`src/hdl/ipv4_lpm_pkg.sv`:
```
// Shared types and constants for the IPv4 longest-prefix-match route table.
// Used by the table cells, the controller and the top level; no dependencies.
package ipv4_lpm_pkg;

  localparam int TABLE_ENTRIES = 64;
  localparam int IDX_W         = $clog2(TABLE_ENTRIES);
  localparam int ADDR_W        = 32;
  localparam int LEN_W         = 6;
  localparam int PORT_W        = 8;
  localparam logic [LEN_W-1:0] MAX_LEN = LEN_W'(ADDR_W);

  localparam logic [1:0] MODE_INSERT = 2'd0;
  localparam logic [1:0] MODE_DELETE = 2'd1;
  localparam logic [1:0] MODE_SEARCH = 2'd2;
  localparam logic [1:0] MODE_LOOKUP = 2'd3;

  localparam logic [1:0] STAT_OK      = 2'd0;
  localparam logic [1:0] STAT_FULL    = 2'd1;
  localparam logic [1:0] STAT_MISSING = 2'd2;

  typedef logic [IDX_W-1:0] idx_t;

  typedef struct packed {
    logic [1:0]        mode;
    logic [ADDR_W-1:0] address;
    logic [LEN_W-1:0]  prefix_len;
    logic [ADDR_W-1:0] next_hop_in;
    logic [PORT_W-1:0] port_in;
  } in_t;

  typedef struct packed {
    logic              hit;
    logic [ADDR_W-1:0] next_hop_out;
    logic [PORT_W-1:0] port_out;
    logic [1:0]        status;
  } out_t;

  // Query and running match state passed from cell to cell
  typedef struct packed {
    logic [1:0]        mode;
    logic [ADDR_W-1:0] addr;
    logic [ADDR_W-1:0] pfx;
    logic [LEN_W-1:0]  len;
    logic              hit;
    idx_t              hit_idx;
    logic [LEN_W-1:0]  hit_len;
    logic [ADDR_W-1:0] hit_nh;
    logic [PORT_W-1:0] hit_port;
    logic              free_ok;
    idx_t              free_idx;
  } carry_t;

  // Slot write broadcast to every cell
  typedef struct packed {
    logic              en;
    logic              del;
    idx_t              idx;
    logic [ADDR_W-1:0] pfx;
    logic [LEN_W-1:0]  len;
    logic [ADDR_W-1:0] nh;
    logic [PORT_W-1:0] port;
  } wr_t;

  // Keeps the leading len bits; len is 0..32
  function automatic logic [ADDR_W-1:0] lead_mask(input logic [LEN_W-1:0] len);
    logic [ADDR_W-1:0] m;
    if (len == '0) begin
      m = '0;
    end else begin
      m = {ADDR_W{1'b1}} << (MAX_LEN - len);
    end
    return m;
  endfunction

endpackage

```
`src/hdl/ipv4_lpm_ctl.sv`:
```
// Sequencer of the route table: takes a beat, feeds the cell chain, resolves
// the chain result into a slot write and a result beat. Depends on ipv4_lpm_pkg.
module ipv4_lpm_ctl (
  input  logic                 clk,
  input  logic                 rst_n,
  input  logic                 in_valid,
  output logic                 in_stall,
  input  ipv4_lpm_pkg::in_t    in_data,
  output logic                 out_valid,
  input  logic                 out_stall,
  output ipv4_lpm_pkg::out_t   out_data,
  output ipv4_lpm_pkg::carry_t head_o,
  input  ipv4_lpm_pkg::carry_t tail_i,
  output ipv4_lpm_pkg::wr_t    wr_o
);
  import ipv4_lpm_pkg::*;

  typedef enum logic [2:0] {
    ST_IDLE    = 3'b001,
    ST_SCAN    = 3'b010,
    ST_RESOLVE = 3'b100
  } state_t;

  state_t            state_r, state_nxt;
  idx_t              cnt_r, cnt_nxt;
  in_t               qry_r, qry_nxt;
  logic [ADDR_W-1:0] pfx_r, pfx_nxt;
  logic              out_valid_r, out_valid_nxt;
  out_t              out_data_r, out_data_nxt;
  logic              accept;
  logic              fire;
  logic [LEN_W-1:0]  len_sat;
  out_t              res;
  wr_t               wr;

  assign in_stall = (state_r != ST_IDLE);
  assign accept   = in_valid && !in_stall;
  assign fire     = (state_r == ST_RESOLVE) && (!out_valid_r || !out_stall);
  assign len_sat  = (in_data.prefix_len > MAX_LEN) ? MAX_LEN : in_data.prefix_len;

  always_comb begin
    head_o          = '0;
    head_o.mode     = qry_r.mode;
    head_o.addr     = qry_r.address;
    head_o.pfx      = pfx_r;
    head_o.len      = qry_r.prefix_len;
  end

  // Turn the chain's findings into the result and the slot update
  always_comb begin
    res        = '0;
    res.status = STAT_MISSING;
    wr         = '0;
    wr.idx     = tail_i.hit_idx;
    wr.pfx     = pfx_r;
    wr.len     = qry_r.prefix_len;
    wr.nh      = qry_r.next_hop_in;
    wr.port    = qry_r.port_in;
    case (qry_r.mode)
      MODE_INSERT: begin
        if (tail_i.hit) begin
          wr.en      = fire;
          res.hit    = 1'b1;
          res.status = STAT_OK;
        end else if (tail_i.free_ok) begin
          wr.en      = fire;
          wr.idx     = tail_i.free_idx;
          res.hit    = 1'b1;
          res.status = STAT_OK;
        end else begin
          res.status = STAT_FULL;
        end
      end
      MODE_DELETE: begin
        if (tail_i.hit) begin
          wr.en      = fire;
          wr.del     = 1'b1;
          res.hit    = 1'b1;
          res.status = STAT_OK;
        end
      end
      MODE_SEARCH, MODE_LOOKUP: begin
        if (tail_i.hit) begin
          res.hit          = 1'b1;
          res.status       = STAT_OK;
          res.next_hop_out = tail_i.hit_nh;
          res.port_out     = tail_i.hit_port;
        end
      end
      default: begin
        res = '0;
      end
    endcase
  end

  always_comb begin
    state_nxt     = state_r;
    cnt_nxt       = cnt_r;
    qry_nxt       = qry_r;
    pfx_nxt       = pfx_r;
    out_valid_nxt = out_valid_r && out_stall;
    out_data_nxt  = out_data_r;
    case (state_r)
      ST_IDLE: begin
        if (accept) begin
          qry_nxt            = in_data;
          qry_nxt.prefix_len = len_sat;
          pfx_nxt            = in_data.address & lead_mask(len_sat);
          cnt_nxt            = '0;
          state_nxt          = ST_SCAN;
        end
      end
      ST_SCAN: begin
        if (cnt_r == IDX_W'(TABLE_ENTRIES - 1)) begin
          cnt_nxt   = '0;
          state_nxt = ST_RESOLVE;
        end else begin
          cnt_nxt = cnt_r + 1'b1;
        end
      end
      ST_RESOLVE: begin
        if (fire) begin
          out_valid_nxt = 1'b1;
          out_data_nxt  = res;
          state_nxt     = ST_IDLE;
        end
      end
      default: begin
        state_nxt = ST_IDLE;
        cnt_nxt   = '0;
      end
    endcase
  end

  always_ff @(posedge clk) begin
    if (!rst_n) begin
      state_r     <= ST_IDLE;
      cnt_r       <= '0;
      out_valid_r <= 1'b0;
    end else begin
      state_r     <= state_nxt;
      cnt_r       <= cnt_nxt;
      out_valid_r <= out_valid_nxt;
    end
  end

  always_ff @(posedge clk) begin
    qry_r      <= qry_nxt;
    pfx_r      <= pfx_nxt;
    out_data_r <= out_data_nxt;
  end

  assign out_valid = out_valid_r;
  assign out_data  = out_data_r;
  assign wr_o      = wr;

  a_accept_starts_scan: assert property (@(posedge clk) disable iff (!rst_n)
    in_valid && !in_stall |=> state_r == ST_SCAN)
    else $error("accepted beat did not start a chain scan");

  a_write_with_result: assert property (@(posedge clk) disable iff (!rst_n)
    wr_o.en |=> out_valid_r)
    else $error("slot written without a result beat");

  a_idle_count_clear: assert property (@(posedge clk) disable iff (!rst_n)
    state_r == ST_IDLE |-> cnt_r == '0)
    else $error("scan counter not cleared while idle");

  a_hit_is_ok: assert property (@(posedge clk) disable iff (!rst_n)
    out_valid_r && out_data_r.hit |-> out_data_r.status == STAT_OK)
    else $error("hit reported with a failing status");

endmodule

```
`config.mk`:
```
export PLATFORM = sky130hd
export DESIGN_NAME = ipv4_lpm_ctl
export DESIGN_NICKNAME = d
export VERILOG_FILES = /design/src/hdl/ipv4_lpm_pkg.sv /design/src/hdl/ipv4_lpm_ctl.sv
export SDC_FILE = /design/constraint.sdc
export NUM_CORES = 1
export LEC_CHECK = 0
export BUFFER_PORTS_ARGS = -buffer_cell sky130_fd_sc_hd__buf_2
export CORE_AREA = 2 2 185 187
export DETAILED_ROUTE_END_ITERATION = 10
export DIE_AREA = 0 0 187 189
export HOLD_SLACK_MARGIN = 0.12
export PLACE_DENSITY = 0.56
export SYNTH_ARGS = -nofsm -noshare
export SYNTH_HDL_FRONTEND = slang
export SYNTH_SLANG_ARGS = --single-unit
```
`constraint.sdc`:
```
create_clock -name clk -period 11.1 [get_ports clk]
set_input_delay 1.665 -clock clk [delete_from_list [all_inputs] [get_ports clk]]
set_output_delay 1.665 -clock clk [all_outputs]
set_load 0.02 [all_outputs]
```
* Yosys cells after proc, flatten, opt, wreduce, memory -nomap -nowiden
Index checks and enable logic that the tools add are counted.
Widths: inputs -> output; s select.
** Word-level totals
- Output and inout bits :: 263
- Input port bits :: 216
- Word-level logic and storage cells :: 75
- Bits in registers :: 165
** Operators by class
- $add $sub $neg :: 2
- Reduce and logical (&&, ||, !) cells :: 15
- Shifts and indexed selects :: 1
- $lt $le $gt $ge :: 1
- Multiplexer cells :: 30
- Bitwise gates (word level) :: 2
- Eq/ne operators :: 11
** Operator list (number)
- $mux 32 :: 3
- $mux 43 :: 1
- $mux 6 :: 6
- $and 32x32->32 :: 1
- $shl 32x6->32 const A :: 1
- $pmux 6 s3 :: 1
- $mux 1 :: 10
- $mux 3 :: 3
- $pmux 3 s3 :: 1
- $reduce_and 2->1 :: 4
- $add 6x1->6 const B :: 1
- $eq 6x6->1 const B :: 1
- $gt 6x6->1 const B :: 1
- $logic_not 6->1 :: 1
- $ne 2x2->1 const B :: 3
- $pmux 2 s3 :: 1
- $sub 6x6->6 const A :: 1
- $eq 2x2->1 const B :: 2
- $mux 2 :: 2
- $eq 3x1->1 const B :: 1
- $eq 3x2->1 const B :: 1
- $eq 3x3->1 const B :: 1
- $logic_and 1x1->1 :: 3
- $logic_not 1->1 :: 3
- 9 further kinds :: 9

* Longest topological paths before layout
Gate-level depths: netlist of run 1.
- Depth after elaboration :: 8
- Gate-level depth with buffers :: 8
- Gate-level depth less buffers :: 7

* Least setup slack after synthesis of run 1
OpenSTA, ideal clock, no wires.
- Path kind :: input to register
- Start :: in in_valid
- End :: reg qry_r, in the netlist head_o[100] (enable)
- Data arrival time :: 6322 ps
- Setup slack :: 4193 ps
- Stages on the path :: 2
- Required time :: 10515 ps
- Buffers on the path :: 0
- Library setup time :: 585 ps
- Cell sequence :: inv_1 > nor2_1
** On the way
- Word-level cells in the longest chain between the ends :: 2
** Ends and longest elaborated chain
- from (decl) :: line ipv4_lpm_ctl.sv:6 : input logic in_valid,
- $logic_and 1x1->1 :: line ipv4_lpm_ctl.sv:37 : assign accept = in_valid && !in_stall;
- $reduce_and 2->1 (no line)
- to (signal assigned) :: line ipv4_lpm_ctl.sv:148 : qry_r <= qry_nxt;
- to (decl) :: line ipv4_lpm_ctl.sv:26 : in_t qry_r, qry_nxt;
Every way passes these cells.
A chain may end at the register's enable or synchronous reset.

==> results.toml, run 1 <==
[synth]
synth_compound_area_share_pct = 4.649
yosysTopAreaCell = "edfxtp_1"
synth_edf_count = 155
synthSimpleGateAreaFrac_pct = 10.79
netlist_instances = 476
ys_async_sr_fraction_pct = 0
syn_avg_cell_area_sq_um = 14.59
ys_seq_area_share_pct = 69.91
netlist_area_sq_um = 6944
yosys-mux-area-fraction_pct = 0.9730
synth_top_area_share_pct = 67.03
netlist_top_cells_area = "edfxtp_1 (67%), buf_4 (11%), and3_1 (4.5%), dfxtp_1 (2.9%), ha_1 (1.1%)"
synth_xor_area_share_pct = 0.3784
synth_cell_types = 51
synth_top_family_by_area = "buffers and inverters"
synth-seq-cells = 165
yosys_warnings = 0
synth-adder-area-share_pct = 1.081
synthFlopType = "edfxtp_1"

[grt]
antenna_found_initial = 2
grt_overflow = 0
grt_max_degree = 71
grt_pass1_vias = 4425
grt_pass1_wl_microns = 26570
grtUsageTotal_pct = 10.23

[power_and_ir_drop]
leakagePower_nw = 4.126
p_seq_share_pct = 47.6
switching_share_pct = 28.93
combPwrFrac_pct = 16.8
p_switching_w = 0.0004617
vdd_drop_max_uv = 103.6
power.internal_w = 0.001134
clkPwrFrac_pct = 35.5
powerDensity_nw_per_um2 = 172.9

[die]
dieWidth_microns = 187
ios = 479
die_area_sq_um = 35340
core-area_sq_um = 33280
rows = 67
die_y_microns = 189
start_util_pct = 20.87

[worst_setup_path]
rr_endpoint = "pfx_r[4]"
critPathArrivalTime_ps = 3340
startpoint = "tail_i[59]"
worstPathRequired_ps = 9440
crit_type = "in -> out"
rrSetupSlack_ps = 8350
rr_startpoint = "state_r[0]"
cp_max_fo = 45
max_stage_delay_ps = 750
cp-end-kind = "primary output"
slowest_stage = "nor4b_2"
reg2reg_depth = 4
cp_common_cell = "buf_2"
startpoint_type = "input pin"
cp_cell_sequence = "buf_2, nor4b_2, mux2_2, buf_2"
endpoint = "wr_o[80]"

[cts]
ctsHoldBuffers = 0
cts_buffer_depth = 2
clockRootBuffer = "clkbuf_16"
htree_levels = 4
cts_resized = 0
clock_latency_ps = 440
clk_pin_slew_ps = 70
cts_tree = "yes"
cts_made_buffers = 17
postCtsSetupRepairBufs = 0
clock_sinks = 165

[flow_run]
cap_viol_max_count = 0

[hold_path]
hp-class = "reg -> reg"
holdPathStages = 2

[sta]
finClkSkew_ps = 13.61
finalSetupTns_ps = 0
slew_violations = 0
rsz0062_at_grt = "no"
setup_violations = 0
hold_viol = 0
finalCritPeriodShare_pct = 45.07
period_minus_slack_ps = 5003
worst_pin_slew_ps = 892.5
max_freq_mhz = 199.9
slew-limit-headroom_pct = 40.50

[routing]
firstDrtPassIters = 4
drt-initial-drc-count = 215
ant_nets = 0
drt_wl_total_microns = 18500
routedWlPerCell_microns = 14.84
via_per_inst = 3.766
drc_errors = 0
vias = 4696

[layout]
synthToLayoutAreaGrowth_pct = 32.90
final_util_pct = 27.73
drive_gt1_share_pct = 49.37
fill_cells = 3501
finalNetCount = 1008

[outcome]
status = "completed"

[placed_design]
place_hpwl_microns = 14040
place.gp.congestion = 0.7638
io_buffers = 340
## cell usage after synthesis, types with 4 or more instances
master    number
a21oi_1       11
and3_1        50
buf_4         98
clkbuf_1      10
dfxtp_1       10
edfxtp_1     155
ha_1           6
inv_1          9
mux2_2         6
nand2_1       20
nand2b_1       6
nand3_1        4
nor2_1        20
nor2b_1        4
o211a_1        7
o21a_1         7
## power by group through the flow
stage	registers [W]	clock network, W	logic (W)
5_1_grt	0.000765	0.000613	0.000289
4_1_cts	0.000762	0.000590	0.000272
2_1_floorplan	0.000838	0	0.000142
3_3_place_gp	0.000774	0	0.000272
3_5_place_dp	0.000775	0	0.000272
6_report	0.000760	0.000567	0.000268
## placed cells by master, fill, tap and decap left out, drive strengths merged, types with 3 or more instances in the layout
| master | n |
|---|---|
| mux2 | 6 |
| buf | 345 |
| clkinv | 6 |
| nor3 | 4 |
| and3 | 50 |
| nand3 | 4 |
| nand2 | 21 |
| inv | 15 |
| dfxtp | 10 |
| edfxtp | 155 |
| clkbuf | 17 |
| o21ai | 5 |
| ha | 6 |
| nand2b | 6 |
| o211a | 7 |
| a21oi | 11 |
| conb | 60 |
| and2 | 3 |
| nor2 | 20 |
| a21boi | 3 |
| xor2 | 3 |
| or3b | 4 |
| nor2b | 4 |
| o21a | 7 |
## routing by layer
layer | global-route usage [%] | up-vias | routed length [microns]
li1 | - | 2200 | -
met1 | 12.25 | 2215 | 7752
met2 | 16.73 | 262 | 8899
met3 | 3.429 | 19 | 1480
met4 | 4.548 | 0 | 368
met5 | 0 | - | 0
## stage by stage
stage / hold slack (ps) / power [W] / setup WS, ps / std cells / area [sq um]
after detailed placement: 519.9 / 0.001047 / 6023 / 1215 / 8673
after CTS: 530.4 / 0.001624 / 6019 / 1246 / 9226
after global placement: 498.2 / 0.001045 / 6059 / 1215 / 8673
after global routing: 580.6 / 0.001667 / 5876 / 1247 / 9229
final: 530.5 / 0.001596 / 6097 / 1247 / 9229
after floorplan: 476.3 / 0.0009807 / 4193 / 535 / 7166
## how the worst min path moves through the flow
stage | from | to | slack, ps
final | cnt_r[2] | cnt_r[2] | 530
after global routing | cnt_r[2] | cnt_r[2] | 580
after CTS | cnt_r[2] | cnt_r[2] | 530
after detailed placement | cnt_r[2] | cnt_r[2] | 520
after global placement | cnt_r[2] | cnt_r[2] | 500
after floorplan | cnt_r[2] | cnt_r[2] | 480
## critical path, delay by kind of cell
family / cells / cell delay (ps)
buf+inv: 2 / 510
mux: 1 / 410
simple gates: 1 / 750
## area by class of cell
type / instances / area (sq um) / area share (%)
flip-flops and latches: 165 / 4855 / 52.60
inverters: 9 / 33.78 / 0.3661
diodes: 1 / 2.502 / 0.02711
repair buffers: 345 / 1739 / 18.84
multi-input cells: 248 / 1485 / 16.09
well taps: 448 / 560.5 / 6.074
clock inverters: 14 / 127.6 / 1.383
clock buffers: 17 / 425.4 / 4.610
## cell families after synthesis
| family | Yosys count |
|---|---|
| flops | 165 |
| xor+xnor | 3 |
| fa+ha+maj | 6 |
| mux | 6 |
| compound gates | 43 |
| buf+inv | 122 |
| simple gates | 130 |
| other cells | 1 |
## flip-flops by register name, summed over array words and instances (netlist names)
register / cells
out_data: 43
cnt_r: 6
head_o: 40
state_r: 3
pfx_r: 32
out_valid: 1
wr_o: 40
Note: power is estimated with default switching activity, not from simulation.
==> run 2, diff against run 1 <==
--- a/config.mk
+++ b/config.mk
@@ -5,10 +5,11 @@
 export SDC_FILE = /design/constraint.sdc
 export NUM_CORES = 1
 export LEC_CHECK = 0
+export ABC_AREA = 1
 export BUFFER_PORTS_ARGS = -buffer_cell sky130_fd_sc_hd__buf_2
-export CORE_AREA = 2 2 185 187
+export CORE_AREA = 2 2 187 189
 export DETAILED_ROUTE_END_ITERATION = 10
-export DIE_AREA = 0 0 187 189
+export DIE_AREA = 0 0 189 191
 export HOLD_SLACK_MARGIN = 0.12
 export PLACE_DENSITY = 0.56
 export SYNTH_ARGS = -nofsm -noshare
==> constraint.sdc (replaced) <==
create_clock -name clk -period 4.75 [get_ports clk]
set_input_delay 0.7125 -clock clk [delete_from_list [all_inputs] [get_ports clk]]
set_output_delay 0.7125 -clock clk [all_outputs]
set_load 0.02 [all_outputs]
==> results.toml, run 2 <==
[routing]
ant_nets = 0
routedWlPerCell_microns = 14.14
drc_errors = 0
firstDrtPassIters = 4
drt_wl_total_microns = 19040
vias = 4794
drt-initial-drc-count = 205
via_per_inst = 3.562

[layout]
final_common_cell = "buf_2"
fill_cells = 3601
multiInputGateArea_sq_um = 1370
area.sequential_sq_um = 4855
fin_cells = 1346
drive_gt1_share_pct = 46.18
synthToLayoutAreaGrowth_pct = 33.24
largest_register_ffs = 43
mostFrequentLayoutCells = "buf_2 (340), edfxtp_1 (155), nor2_1 (75), inv_1 (68), conb_1 (60)"
finalNetCount = 1099

[sta]
hold_viol = 0
rsz0062_at_grt = "no"
setup_violations = 0
finalCritPeriodShare_pct = 59.58
finClkSkew_ps = 5.793
slew-limit-headroom_pct = 46.55
worst_pin_slew_ps = 801.8
finalSetupTns_ps = 0
period_minus_slack_ps = 2830
slew_violations = 0
max_freq_mhz = 353.4
hold_slack_ps = 460.8

[power_and_ir_drop]
vdd_drop_max_uv = 223.7
powerDensity_nw_per_um2 = 510.8
leakagePower_nw = 4.278

[cts]
clk_pin_slew_ps = 70
clockRootBuffer = "clkbuf_16"
htree_levels = 4
cts_made_buffers = 17
cts_buffer_depth = 2
clock_sinks = 165
clock_latency_ps = 420
cts_resized = 0
cts_tree = "yes"
postCtsSetupRepairBufs = 0
ctsHoldBuffers = 0

[grt]
antenna_found_initial = 1
grtUsageTotal_pct = 10.21
grt_overflow = 0
grt_pass1_wl_microns = 26980
grt_pass1_vias = 4536
grt_max_degree = 113

[synth]
synth-seq-cells = 165
synth.most_common_cell = "edfxtp_1"
synth_edf_count = 155
synthFlopType = "edfxtp_1"
netlist_instances = 561
synth-adder-area-share_pct = 1.065
yosysTopAreaCell = "edfxtp_1"
netlist_top_cells_area = "edfxtp_1 (66%), buf_4 (11%), nor2_1 (4.1%), inv_1 (3.6%), nand2_1 (2.9%)"
yosys-mux-area-fraction_pct = 0.9588
netlist_area_sq_um = 7047
yosys_warnings = 0
synthTopCellsByCount = "edfxtp_1 (155), buf_4 (99), nor2_1 (77)"
syn_avg_cell_area_sq_um = 12.56
synth_compound_area_share_pct = 2.184
synth_top_area_share_pct = 66.05
synth_xor_area_share_pct = 0.5149
synth_top_family_by_area = "buffers and inverters"
synthSimpleGateAreaFrac_pct = 11.31
ys_seq_area_share_pct = 68.89
ys_async_sr_fraction_pct = 0
synth_cell_types = 35

[die]
dieWidth_microns = 189
die_y_microns = 191
rows = 68
ios = 479
die_area_sq_um = 36100
core-area_sq_um = 34120
start_util_pct = 20.65

[placed_design]
place.gp.congestion = 0.7663
io_buffers = 340
dp.cells = 1313
place_hpwl_microns = 14490

[flow_run]
cap_viol_max_count = 0

[worst_setup_path]
critPathArrivalTime_ps = 3110
startpoint_type = "input pin"
crit_type = "in -> reg"
worstPathRequired_ps = 5030
cp-end-kind = "flip-flop"
cp_max_fo = 6

[hold_path]
hp-class = "in -> reg"

[outcome]
status = "completed"
-- run 2: changes by cell type after synthesis, moves of 4 or more --
| cell | before | now |
|---|---|---|
| clkbuf_1 | 10 | 4 |
| nor2b_1 | 4 | 0 |
| nand2_1 | 20 | 55 |
| o21a_1 | 7 | 0 |
| and3_1 | 50 | 0 |
| nand2_2 | 1 | 6 |
| nor2_1 | 20 | 77 |
| o211a_1 | 7 | 0 |
| inv_1 | 9 | 68 |
| nand2b_1 | 6 | 0 |
| nand3_1 | 4 | 24 |
| nor2_2 | 0 | 10 |
-- run 2: area by class of cell --
class	count	share of cell area [%]
multi-input combinational	279	14.59
antenna	1	0.02665
inverter	71	2.892
sequential	165	51.71
tap	455	6.063
clock buffer	17	4.531
timing repair buffer	343	18.50
clock inverter	15	1.692
-- run 2: worst paths after layout --
| path | startpoint | to | slack [ps] | cells past startpoint |
|---|---|---|---|---|
| min | in_data[2] | wr_o[2] | 460 | 1 |
| min reg2reg | cnt_r[2] | cnt_r[2] | 490 | 2 |
| max reg2reg | state_r[2] | pfx_r[27] | 2980 | 4 |
| max | in_data[45] | pfx_r[17] | 1920 | 10 |
-- run 2: metal layers --
metal	up-vias	GRT usage (%)	part of all wire [%]	routed length, microns
met4	0	3.486	1.2	221
met2	242	17.51	49	9346
li1	2333	-	-	-
met5	-	0	0	0
met3	9	2.699	7.7	1473
met1	2210	12.37	42	7995
-- run 2: critical path, cell delays in order --
cell	delay, ps
buf_2	160
inv_2	80
nand2_1	200
ha_1	350
inv_1	80
ha_1	460
inv_1	130
nor2_1	530
nand3_1	230
a21oi_1	180
-- run 2: cells by family after synthesis --
family | Yosys count
buffers and inverters | 176
other | 1
XOR/XNOR | 2
adder cells (fa/ha/maj) | 6
flip-flops | 165
multiplexers | 6
AO/OA/AOI/OAI | 23
AND/OR/NAND/NOR | 182
-- run 2: metrics by stage --
stage / cell area (sq um) / worst slack [ps] / power, W / util [%]
floorplan: 7271 / 641.2 / 0.003109 / -
global placement: 8802 / 1456 / 0.003496 / 25.80
detailed placement: 8802 / 1444 / 0.003498 / 25.80
CTS: 9387 / 1891 / 0.004889 / 27.51
global route: 9387 / 1724 / 0.005048 / 27.51
finish: 9389 / 1920 / 0.004796 / 27.52
-- run 2: where the power goes --
| group | internal [W] | switching (W) | leakage (nW) |
|---|---|---|---|
| sequential | 0.00198 | 0.000108 | 1.54 |
| combinational | 0.000355 | 0.000993 | 2.45 |
| clock | 0.000705 | 0.000652 | 0.287 |
| total | 0.00304 | 0.00175 | 4.28 |
